$ cat src/rtl/core/rtc_pkg.sv
// ---------------------------------------------------------------------------
// rtc_pkg
// Types, codes, register offsets and ID bytes of the RTC block.
// ---------------------------------------------------------------------------
`default_nettype none

package rtc_pkg;

  localparam int unsigned DATA_W = 32;
  localparam int unsigned OFF_W  = 12;

  typedef enum logic [1:0] {
    OP_TICK  = 2'd0,
    OP_READ  = 2'd1,
    OP_WRITE = 2'd2
  } op_t;

  typedef enum logic [1:0] {
    ST_OK     = 2'd0,
    ST_WRONLY = 2'd1,
    ST_RDONLY = 2'd2,
    ST_BADOFF = 2'd3
  } status_t;

  localparam logic [OFF_W-1:0] OFF_DATA    = 12'h000;
  localparam logic [OFF_W-1:0] OFF_MATCH   = 12'h004;
  localparam logic [OFF_W-1:0] OFF_LOAD    = 12'h008;
  localparam logic [OFF_W-1:0] OFF_CTRL    = 12'h00C;
  localparam logic [OFF_W-1:0] OFF_MASK    = 12'h010;
  localparam logic [OFF_W-1:0] OFF_RAW     = 12'h014;
  localparam logic [OFF_W-1:0] OFF_MASKED  = 12'h018;
  localparam logic [OFF_W-1:0] OFF_CLEAR   = 12'h01C;

  // ID window 0xFE0..0xFFF: offset[11:5] all ones
  localparam logic [6:0] ID_WIN_HI = 7'h7F;

  typedef struct packed {
    logic [1:0]        operation;
    logic [OFF_W-1:0]  offset;
    logic [DATA_W-1:0] write_data;
  } in_item_t;

  typedef struct packed {
    logic [DATA_W-1:0] read_data;
    logic              irq;
    logic [1:0]        access_status;
  } out_item_t;

  function automatic logic [7:0] id_byte(input logic [2:0] idx);
    logic [7:0] b;
    case (idx)
      3'd0:    b = 8'h31;
      3'd1:    b = 8'h10;
      3'd2:    b = 8'h14;
      3'd3:    b = 8'h00;
      3'd4:    b = 8'h0D;
      3'd5:    b = 8'hF0;
      3'd6:    b = 8'h05;
      3'd7:    b = 8'hB1;
      default: b = 8'h00;
    endcase
    return b;
  endfunction

endpackage

`default_nettype wire

$ cat src/rtl/core/rtc_if.sv
// ---------------------------------------------------------------------------
// rtc_in_if / rtc_out_if
// Valid/ready channels for RTC input items and result items.
// ---------------------------------------------------------------------------
`default_nettype none

interface rtc_in_if;
  import rtc_pkg::*;

  logic              valid;
  logic              ready;
  logic [1:0]        operation;
  logic [OFF_W-1:0]  offset;
  logic [DATA_W-1:0] write_data;

  modport source (output valid, output operation, output offset, output write_data,
                  input ready);
  modport sink   (input valid, input operation, input offset, input write_data,
                  output ready);
endinterface

interface rtc_out_if;
  import rtc_pkg::*;

  logic              valid;
  logic              ready;
  logic [DATA_W-1:0] read_data;
  logic              irq;
  logic [1:0]        access_status;

  modport source (output valid, output read_data, output irq, output access_status,
                  input ready);
  modport sink   (input valid, input read_data, input irq, input access_status,
                  output ready);
endinterface

`default_nettype wire

$ cat src/rtl/core/rtc_in_stage.sv
// ---------------------------------------------------------------------------
// rtc_in_stage
// Input register: captures one item per cycle when the core can take it.
// ---------------------------------------------------------------------------
`default_nettype none

module rtc_in_stage (
  input  wire logic              clk,
  input  wire logic              rst_n,
  rtc_in_if.sink                 in_item,
  input  wire logic              advance,
  output rtc_pkg::in_item_t      item,
  output logic                   item_valid
);
  import rtc_pkg::*;

  logic     valid_r, valid_nxt;
  in_item_t item_r;
  logic     load;

  assign load          = !valid_r || advance;
  assign in_item.ready = load && rst_n;
  assign valid_nxt     = load ? in_item.valid : valid_r;

  always_ff @(posedge clk) begin
    if (!rst_n) begin
      valid_r <= 1'b0;
    end else begin
      valid_r <= valid_nxt;
    end
  end

  always_ff @(posedge clk) begin
    if (load && in_item.valid) begin
      item_r.operation  <= in_item.operation;
      item_r.offset     <= in_item.offset;
      item_r.write_data <= in_item.write_data;
    end
  end

  assign item       = item_r;
  assign item_valid = valid_r;

endmodule

`default_nettype wire

$ cat src/rtl/core/rtc_core.sv
// ---------------------------------------------------------------------------
// rtc_core
// Counter, match/load/mask/status registers, bus decode and alarm compare.
// ---------------------------------------------------------------------------
`default_nettype none

module rtc_core (
  input  wire logic               clk,
  input  wire logic               rst_n,
  input  wire logic               fire,
  input  wire rtc_pkg::in_item_t  item,
  output rtc_pkg::out_item_t      result
);
  import rtc_pkg::*;

  logic [DATA_W-1:0] count_r, count_nxt;
  logic [DATA_W-1:0] match_r, match_nxt;
  logic [DATA_W-1:0] load_r,  load_nxt;
  logic              mask_r,  mask_nxt;
  logic              raw_r,   raw_nxt;
  logic [DATA_W-1:0] rd;
  status_t           st;

  always_comb begin
    count_nxt = count_r;
    match_nxt = match_r;
    load_nxt  = load_r;
    mask_nxt  = mask_r;
    raw_nxt   = raw_r;
    rd        = '0;
    st        = ST_OK;
    case (item.operation)
      OP_TICK: begin
        count_nxt = count_r + 32'd1;
        if (count_nxt == match_r) raw_nxt = 1'b1;
      end
      OP_READ: begin
        case (item.offset)
          OFF_DATA:   rd = count_r;
          OFF_MATCH:  rd = match_r;
          OFF_LOAD:   rd = load_r;
          OFF_CTRL:   rd = 32'd1;
          OFF_MASK:   rd = {31'd0, mask_r};
          OFF_RAW:    rd = {31'd0, raw_r};
          OFF_MASKED: rd = {31'd0, raw_r & mask_r};
          OFF_CLEAR:  st = ST_WRONLY;
          default: begin
            if (item.offset[11:5] == ID_WIN_HI) begin
              rd = {24'd0, id_byte(item.offset[4:2])};
            end else begin
              st = ST_BADOFF;
            end
          end
        endcase
      end
      OP_WRITE: begin
        case (item.offset)
          OFF_MATCH: begin
            match_nxt = item.write_data;
            if (count_r == item.write_data) raw_nxt = 1'b1;
          end
          OFF_LOAD: begin
            load_nxt  = item.write_data;
            count_nxt = item.write_data;
            if (item.write_data == match_r) raw_nxt = 1'b1;
          end
          OFF_CTRL:   st = ST_OK;
          OFF_MASK:   mask_nxt = item.write_data[0];
          OFF_CLEAR:  raw_nxt = raw_r & ~item.write_data[0];
          OFF_DATA:   st = ST_RDONLY;
          OFF_RAW:    st = ST_RDONLY;
          OFF_MASKED: st = ST_RDONLY;
          default:    st = ST_BADOFF;
        endcase
      end
      default: st = ST_OK;
    endcase
  end

  always_ff @(posedge clk) begin
    if (!rst_n) begin
      count_r <= '0;
      match_r <= '0;
      load_r  <= '0;
      mask_r  <= 1'b0;
      raw_r   <= 1'b0;
    end else if (fire) begin
      count_r <= count_nxt;
      match_r <= match_nxt;
      load_r  <= load_nxt;
      mask_r  <= mask_nxt;
      raw_r   <= raw_nxt;
    end
  end

  assign result.read_data     = rd;
  assign result.irq           = raw_nxt & mask_nxt;
  assign result.access_status = st;

endmodule

`default_nettype wire

$ cat src/rtl/core/rtc_out_stage.sv
// ---------------------------------------------------------------------------
// rtc_out_stage
// Result register: holds one result item until the receiver takes it.
// ---------------------------------------------------------------------------
`default_nettype none

module rtc_out_stage (
  input  wire logic               clk,
  input  wire logic               rst_n,
  input  wire logic               fire,
  input  wire rtc_pkg::out_item_t result,
  output logic                    can_load,
  rtc_out_if.source               out_item
);
  import rtc_pkg::*;

  logic      valid_r, valid_nxt;
  out_item_t res_r;

  assign can_load  = !valid_r || out_item.ready;
  assign valid_nxt = can_load ? fire : valid_r;

  always_ff @(posedge clk) begin
    if (!rst_n) begin
      valid_r <= 1'b0;
    end else begin
      valid_r <= valid_nxt;
    end
  end

  always_ff @(posedge clk) begin
    if (fire) begin
      res_r <= result;
    end
  end

  assign out_item.valid         = valid_r;
  assign out_item.read_data     = res_r.read_data;
  assign out_item.irq           = res_r.irq;
  assign out_item.access_status = res_r.access_status;

endmodule

`default_nettype wire

$ cat src/rtl/core/rtc_seconds_counter_with_match_alarm.sv
// ---------------------------------------------------------------------------
// rtc_seconds_counter_with_match_alarm
// Register-mapped real-time clock with a 32-bit seconds counter and alarm.
// ---------------------------------------------------------------------------
// Usage:
//   in_item  : valid/ready channel; each item is a one-second tick, a bus
//              read or a bus write (operation, offset, write_data).
//   out_item : valid/ready channel; exactly one result item per input item
//              (read_data, irq level after the item, access_status).
//   Flow: an accepted item waits in the input register, is executed as it
//   moves into the result register, and its result is taken from there.
//   Throughput: one item per cycle while the receiver takes results; the
//   counter update, match compare and register decode are all combinational.
//   Reset (rst_n low, synchronous): counter, match, load, mask and status
//   clear to zero; both channels go empty.
//   When the receiver stalls, the result register holds its item and the
//   input register fills; in_item.ready then drops until out_item.ready
//   returns, so nothing is lost or repeated.
// ---------------------------------------------------------------------------
`default_nettype none

module rtc_seconds_counter_with_match_alarm (
  input  wire logic  clk,
  input  wire logic  rst_n,
  rtc_in_if.sink     in_item,
  rtc_out_if.source  out_item
);
  import rtc_pkg::*;

  in_item_t  item;
  logic      item_valid;
  logic      can_load;
  logic      fire;
  out_item_t result;

  assign fire = item_valid && can_load;

  rtc_in_stage u_in_stage (
    .clk        (clk),
    .rst_n      (rst_n),
    .in_item    (in_item),
    .advance    (can_load),
    .item       (item),
    .item_valid (item_valid)
  );

  rtc_core u_core (
    .clk    (clk),
    .rst_n  (rst_n),
    .fire   (fire),
    .item   (item),
    .result (result)
  );

  rtc_out_stage u_out_stage (
    .clk      (clk),
    .rst_n    (rst_n),
    .fire     (fire),
    .result   (result),
    .can_load (can_load),
    .out_item (out_item)
  );

endmodule

`default_nettype wire

$ cat src/flat_wrapper.sv
// flat-port wrapper written by rule: the top's interface ports become plain ports
module rtc_seconds_counter_with_match_alarm_flat import rtc_pkg::*;
  (clk, rst_n, in_item_valid, in_item_operation, in_item_offset, in_item_write_data, in_item_ready, out_item_valid, out_item_read_data, out_item_irq, out_item_access_status, out_item_ready);
  rtc_in_if in_item_i ();
  rtc_out_if out_item_i ();
  input  wire logic clk;
  input  wire logic rst_n;
  input wire logic [$bits(in_item_i.valid)-1:0] in_item_valid;
  input wire logic [$bits(in_item_i.operation)-1:0] in_item_operation;
  input wire logic [$bits(in_item_i.offset)-1:0] in_item_offset;
  input wire logic [$bits(in_item_i.write_data)-1:0] in_item_write_data;
  output wire logic [$bits(in_item_i.ready)-1:0] in_item_ready;
  output wire logic [$bits(out_item_i.valid)-1:0] out_item_valid;
  output wire logic [$bits(out_item_i.read_data)-1:0] out_item_read_data;
  output wire logic [$bits(out_item_i.irq)-1:0] out_item_irq;
  output wire logic [$bits(out_item_i.access_status)-1:0] out_item_access_status;
  input wire logic [$bits(out_item_i.ready)-1:0] out_item_ready;
  assign in_item_i.valid = in_item_valid;
  assign in_item_i.operation = in_item_operation;
  assign in_item_i.offset = in_item_offset;
  assign in_item_i.write_data = in_item_write_data;
  assign in_item_ready = in_item_i.ready;
  assign out_item_valid = out_item_i.valid;
  assign out_item_read_data = out_item_i.read_data;
  assign out_item_irq = out_item_i.irq;
  assign out_item_access_status = out_item_i.access_status;
  assign out_item_i.ready = out_item_ready;
  rtc_seconds_counter_with_match_alarm u_core (.clk(clk), .rst_n(rst_n), .in_item(in_item_i), .out_item(out_item_i));
endmodule
$ cat config.mk
export PLATFORM = sky130hd
export DESIGN_NAME = rtc_seconds_counter_with_match_alarm_flat
export DESIGN_NICKNAME = d
export VERILOG_FILES = /design/src/rtl/core/rtc_pkg.sv /design/src/rtl/core/rtc_if.sv /design/src/rtl/core/rtc_in_stage.sv /design/src/rtl/core/rtc_core.sv /design/src/rtl/core/rtc_out_stage.sv /design/src/rtl/core/rtc_seconds_counter_with_match_alarm.sv /design/src/flat_wrapper.sv
export SDC_FILE = /design/constraint.sdc
export NUM_CORES = 1
export LEC_CHECK = 0
export BUFFER_PORTS_ARGS = -buffer_cell sky130_fd_sc_hd__buf_2
export CORE_UTILIZATION = 50
export CTS_BUF_LIST = sky130_fd_sc_hd__clkbuf_8
export CTS_CLUSTER_DIAMETER = 150
export DETAILED_ROUTE_END_ITERATION = 10
export PLACE_DENSITY = 0.82
export SETUP_SLACK_MARGIN = 0.5
export SKIP_LAST_GASP = 1
export SLEW_MARGIN = 20
export SYNTH_ARGS = -nofsm -noshare
export SYNTH_HDL_FRONTEND = slang
export SYNTH_SLANG_ARGS = --single-unit
$ cat constraint.sdc
create_clock -name clk -period 2.97 [get_ports clk]
set_input_delay 0.594 -clock clk [delete_from_list [all_inputs] [get_ports clk]]
set_output_delay 0.594 -clock clk [all_outputs]
set_load 0.03 [all_outputs]
==> results of run 1 <==
==> worst register-to-register path, delay by kind of cell, from the launching register on <==
| family | cells | cell delay, ns |
|---|---|---|
| mux | 1 | 0.21 |
| simple gates | 6 | 2.18 |
| xor+xnor | 1 | 0.14 |
| flops | 1 | 0.39 |
==> where the power goes <==
part	leakage (nW)	total, mW	switching, mW	internal (mW)
clock network	0.197	1.76	0.994	0.761
logic	3.18	0.509	0.319	0.190
registers	1.64	2.84	0.0751	2.77
==> per-stage QoR <==
stage               TNS [ns]  worst slack, ns  area, sq um  hold WS (ns)
global placement    -0.00109         -0.00109        11500         0.447
detailed placement   -0.0604          -0.0604        11500         0.458
global route          -0.236           -0.143        13400         0.237
finish                -0.108          -0.0815        13400         0.256
floorplan                  0            0.162        10300         0.441
CTS                        0           0.0422        12500         0.250
==> layout by cell type (no fill, tap or decap), types with 33 or more instances in the layout <==
cell type,count
nand2_1,139
dfxtp_1,100
nor2_1,99
buf_4,98
buf_2,86
edfxtp_1,81
a21oi_1,64
a21boi_1,51
mux2i_1,46
xnor2_1,38
xor2_1,33
nor2b_1,33
==> what timing repair did <==
action                     in CTS  in global routing
cloned                         12                  8
gates resized for setup        50                203
setup buffers                  15                 11
setup endpoints to repair     104                106
pin swaps                      26                 87
==> final timing paths <==
kind	from	endpoint	slack (ns)
setup / recovery	u_core.u_in_stage.item[37]	u_core.u_out_stage.out_item.irq	-0.08
hold / removal	in_item_write_data[19]	u_core.u_in_stage.item[19]	0.26
setup reg to reg	u_core.u_in_stage.item[37]	u_core.u_out_stage.out_item.irq	-0.08
hold reg to reg	u_core.u_core.load_r[29]	u_core.u_core.load_r[29]	0.46
==> logic make-up (layout without fill, tap and decap cells) <==
group | after synthesis | in the layout | share of synthesized area (%)
flip-flops | 188 | 188 | 44.4
adder cells (fa/ha/maj) | 4 | 4 | 0.486
buffers and inverters | 124 | 291 | 4.70
AO/OA/AOI/OAI | 276 | 276 | 17.4
XOR/XNOR | 71 | 71 | 6.04
AND/OR/NAND/NOR | 478 | 480 | 22.2
multiplexers | 49 | 49 | 4.79
==> sequential cells by signal (all words and copies together) (netlist names), named ones only <==
signal and count:
u_core.u_core.count_r 32, u_core.u_core.load_r 32, u_core.u_core.mask_r 1, u_core.u_core.match_r 32, u_core.u_core.raw_r 1, u_core.u_in_stage.item 46, u_core.u_in_stage.item_valid 1, u_core.u_out_stage.out_item.access_status 2
u_core.u_out_stage.out_item.irq 1, u_core.u_out_stage.out_item.read_data 32, u_core.u_out_stage.out_item.valid 1
==> cell type report <==
type	instances	share of cell area (%)
Timing Repair Buffer	228	15.4
Inverter	31	0.925
Multi-Input combinational cell	880	43.9
Tap cell	270	2.52
Clock inverter	15	1.21
Sequential cell	188	34.2
Clock buffer	17	1.75
==> layer usage <==
layer,part of all wire [%],routed length [microns],vias to the layer above
met3,11,4270,150
met5,0,0,-
li1,-,-,4550
met2,44,16700,636
met4,6.0,2260,0
met1,39,14700,4788
==> metrics.cfg, run 1 <==
[die]
io_pins = 87
row_count = 52
initial_utilization_pct = 50.9
die_area_sq_um = 21200
fp.dieH_microns = 146
coreArea_sq_um = 20200
die_x_microns = 146

[layout]
drive_above_1_share_pct = 29.2
multi_input_area_sq_um = 5880
fillers = 1546
layoutNonFillerInstCount = 1629
final_nets = 1400
seq_area_sq_um = 4590
fin_util_pct = 66.2
syn_to_final_growth_pct = 30.0
antenna_cells = 0

[route]
initialDrtViolationCount = 1349
drt_wl_total_microns = 38000
viasPerCell = 6.21
ant_nets = 0
route.vias.total = 10100
drc = 0
first_pass_iters = 6
wl_per_cell_microns = 23.3

[run]
maxCapViolations = 0

[synth]
yosysWarnings = 0
yosysMostFrequentCell = nand2_1
synthesis.area_sq_um = 10300
synth_edf_count = 81
synth_area_leaders = edfxtp_1, dfxtp_1, nand2_1
netlist_top_cells_count = nand2_1, dfxtp_1, nor2_1
syn_nets = 1244
avgSynthCellArea_sq_um = 8.66
yosys_most_used_dff = dfxtp_1
seq_area_frac_synth_pct = 44.4
ys_ff_latch = 188
async_reset_ff_share_pct = 0
yosysTopAreaCell = edfxtp_1
postSynthCellCount = 1190
synth_top_area_share_pct = 23.6
yosysUniqueCellTypes = 66

[clock_tree]
htreeDepth = 4
cts-buffers-inserted = 17
hold_buffers = 0
clk_latency_ns = 0.50
clk_pin_slew_ns = 0.13
cts_root_buffer = clkbuf_8
cts_num_sinks = 188
cts_tree = yes
cts_buffer_depth = 2

[critical_path]
cpPeakStageDelay_ns = 0.66
crit_chain = or4_4 > or4_4 > mux2i_2 > xnor2_1 > nor4_1 > nand4_1 > or3_1 > nand3_1
cp_num_buf_inv = 0
rr_worst_depth = 8
cp_top_family = simple AND/OR/NAND/NOR gates
cp.required_ns = 3.32
crit_type = reg -> reg
endpoint_kind = flip-flop
critPathArrivalTime_ns = 3.41
cp_max_fo = 8
slowest_stage = or4_4
critical_path.most_common_cell = or4_4
critPathLaunchType = flip-flop
path_depth = 8

[timing]
hold_viol = 0
finalSetupViolations = 2
slew_headroom_pct = 49.9
finalCritPeriodShare_pct = 103
worstMarginPinSlew_ns = 0.751
setup_ws_ns = -0.0815
fin_crit_ns = 3.05
fmax_mhz = 328
finClkSkew_ns = 0.0326
maxSlewViolCount = 0
rsz0062_at_grt = true

[placed_design]
port_buffers = 86
gp_congestion = 0.979
place_inst = 1551
hpwl_microns = 23300

[grt]
grt_max_degree = 103
gr-total-overflow = 0
track_usage_pct = 33.8
grt_pass1_vias = 9170
grtUsageMet3_pct = 9.59
grt_busiest_layer = met2
grtUsageMet2_pct = 52.4
use_met1_pct = 43.3
antenna_found_initial = 0
grt_first_pass_wirelength_microns = 53900

[power]
peakVddDrop_v = 0.000253
leakagePower_nw = 5.02
power_mw = 5.11
powerDensity_nw_per_um2 = 381

[run_status]
status = finished with violations
failed_checks = setup timing

[worst_hold_path]
hp-class = in -> reg
whs_path_depth = 1

(Power assumes the default switching activity.)
==> run 2, diff against run 1 <==
--- a/config.mk
+++ b/config.mk
@@ -10,7 +10,7 @@
 export CTS_BUF_LIST = sky130_fd_sc_hd__clkbuf_8
 export CTS_CLUSTER_DIAMETER = 150
 export DETAILED_ROUTE_END_ITERATION = 10
-export PLACE_DENSITY = 0.82
+export PLACE_DENSITY = 0.69
 export SETUP_SLACK_MARGIN = 0.5
 export SKIP_LAST_GASP = 1
 export SLEW_MARGIN = 20
==> run 2 against run 1 <==
  * The flow still finishes with violations (setup timing)
  * First-iteration DRC count fell by 3.0%
  * Critical path depth did not move
  * Wire length barely moved
  * Flip-flop and latch count did not move
  * Total power fell by 1.5%
  * Worst setup slack improved by 0.075 ns
  * Cell count rose by 0.68%
  * Critical endpoint unchanged
  * Largest cell class unchanged
  * Highest routed layer unchanged
==> metrics.cfg, run 2 (synthesized netlist as in run 1, its figures left out) <==
[run_status]
status = finished with violations
failed_checks = setup timing

[route]
initialDrtViolationCount = 1309
wl_met2_microns = 16300
drc = 0
first_pass_iters = 5
drt-met1-wl_microns = 15500
routed.top_layer = met4
wl_per_cell_microns = 23.1
ant_nets = 0
drt_wl_total_microns = 38000
route.vias.total = 10100
wl_met3_microns = 3910
viasPerCell = 6.18

[clock_tree]
htreeDepth = 4
cts_num_sinks = 188
clk_latency_ns = 0.49
cts_root_buffer = clkbuf_8
cts-buffers-inserted = 17
cts_tree = yes
hold_buffers = 0
cts_buffer_depth = 2
clk_pin_slew_ns = 0.11

[critical_path]
cp_top_family = simple AND/OR/NAND/NOR gates
critPathArrivalTime_ns = 3.34
critPathLaunchType = flip-flop
cpPeakStageDelay_ns = 0.63
cp_max_fo = 6
worst-r2r-setup-slack_ns = -0.006
endpoint_kind = flip-flop
slowest_stage = or4_4
cp.required_ns = 3.33
cp_num_buf_inv = 0
crit_type = reg -> reg
crit_chain = or4b_4 > or4_4 > mux2_1 > o22ai_1 > nor4_2 > o2111ai_1 > or3_1 > nand3_1

[grt]
grt_pass1_vias = 9520
antenna_found_initial = 0
grt_first_pass_wirelength_microns = 57200
gr-total-overflow = 0
grt_max_degree = 63
track_usage_pct = 36.1

[placed_design]
gp_congestion = 0.997
port_buffers = 86
hpwl_microns = 23200
dp_slack_ns = -0.195

[power]
powerDensity_nw_per_um2 = 375
p_sw_mw = 1.39
p_comb_share_pct = 10.1
pwr-share-seq_pct = 56.6
p_int_mw = 3.64
pwr-share-clk_pct = 33.3
power_mw = 5.03
switching_share_pct = 27.7
leakagePower_nw = 4.95
peakVddDrop_v = 0.000437

[die]
die_x_microns = 146
initial_utilization_pct = 50.9
fp.dieH_microns = 146
row_count = 52
coreArea_sq_um = 20200
io_pins = 87
die_area_sq_um = 21200

[layout]
drive_above_1_share_pct = 29.6
antenna_cells = 0
fin_util_pct = 66.3
largest_reg_flops = 46
layout_commonest_cell = nand2_1
final_nets = 1411
mostFrequentLayoutCells = nand2_1, dfxtp_1, buf_4, nor2_1, buf_2
syn_to_final_growth_pct = 30.3
fillers = 1634

[run]
maxCapViolations = 0

[timing]
whs_ns = 0.270
worstMarginPinSlew_ns = 0.758
finalSetupViolations = 1
fin_crit_ns = 2.98
finalCritPeriodShare_pct = 100
slew_headroom_pct = 49.5
rsz0062_at_grt = true
hold_viol = 0
fmax_mhz = 336
maxSlewViolCount = 0
finClkSkew_ns = 0.0145
setup_ws_ns = -0.00639

[worst_hold_path]
hp-class = in -> reg

run 2: final timing paths:
kind	cells after the start	to	startpoint
max	8	u_core.u_out_stage.out_item.irq	u_core.u_in_stage.item[34]
min	1	u_core.u_in_stage.item[17]	in_item_write_data[17]
max reg2reg	8	u_core.u_out_stage.out_item.irq	u_core.u_in_stage.item[34]
min reg2reg	2	u_core.u_core.load_r[28]	u_core.u_core.load_r[28]
run 2: worst register-to-register path: cells and delay by family, from the launching register on:
kind	cells	cell delay, ns
AO/OA/AOI/OAI	2	0.27
flip-flops	1	0.41
multiplexers	1	0.25
AND/OR/NAND/NOR	5	1.92
run 2: cell type report:
class	count	area [sq um]	area share [%]
multi-input cells	879	5820	43.4
well taps	270	338	2.52
inverters	31	124	0.923
repair buffers	240	2190	16.3
clock inverters	15	139	1.04
flip-flops and latches	188	4580	34.1
clock buffers	17	234	1.74
run 2: what timing repair did:
action                     CTS  global route
buffers inserted            34             4
setup endpoints to repair  102           116
resized for setup          188            78
cloned                      19             0
pin swaps                   77            34
run 2: power by group through the flow:
stage / clock network (mW) / logic [mW] / registers (mW)
global placement: 0 / 0.413 / 2.90
floorplan: 0 / 0.219 / 2.92
finish: 1.68 / 0.507 / 2.85
detailed placement: 0 / 0.417 / 2.90
global route: 1.81 / 0.533 / 2.85
CTS: 1.70 / 0.481 / 2.84
run 2: stage by stage:
stage	area (sq um)	cells	setup TNS [ns]
detailed placement	11500	1551	-0.373
global route	13400	1640	-0.0953
finish	13400	1640	-0.00639
global placement	11500	1551	-0.409
CTS	13100	1636	0
floorplan	10300	1190	0
run 2: routing by layer:
layer / GRT usage [%] / vias to the layer above
met1: 48.9 / 4840
li1: - / 4559
met3: 8.06 / 155
met2: 54.0 / 580
met5: 0 / -
met4: 19.4 / 0
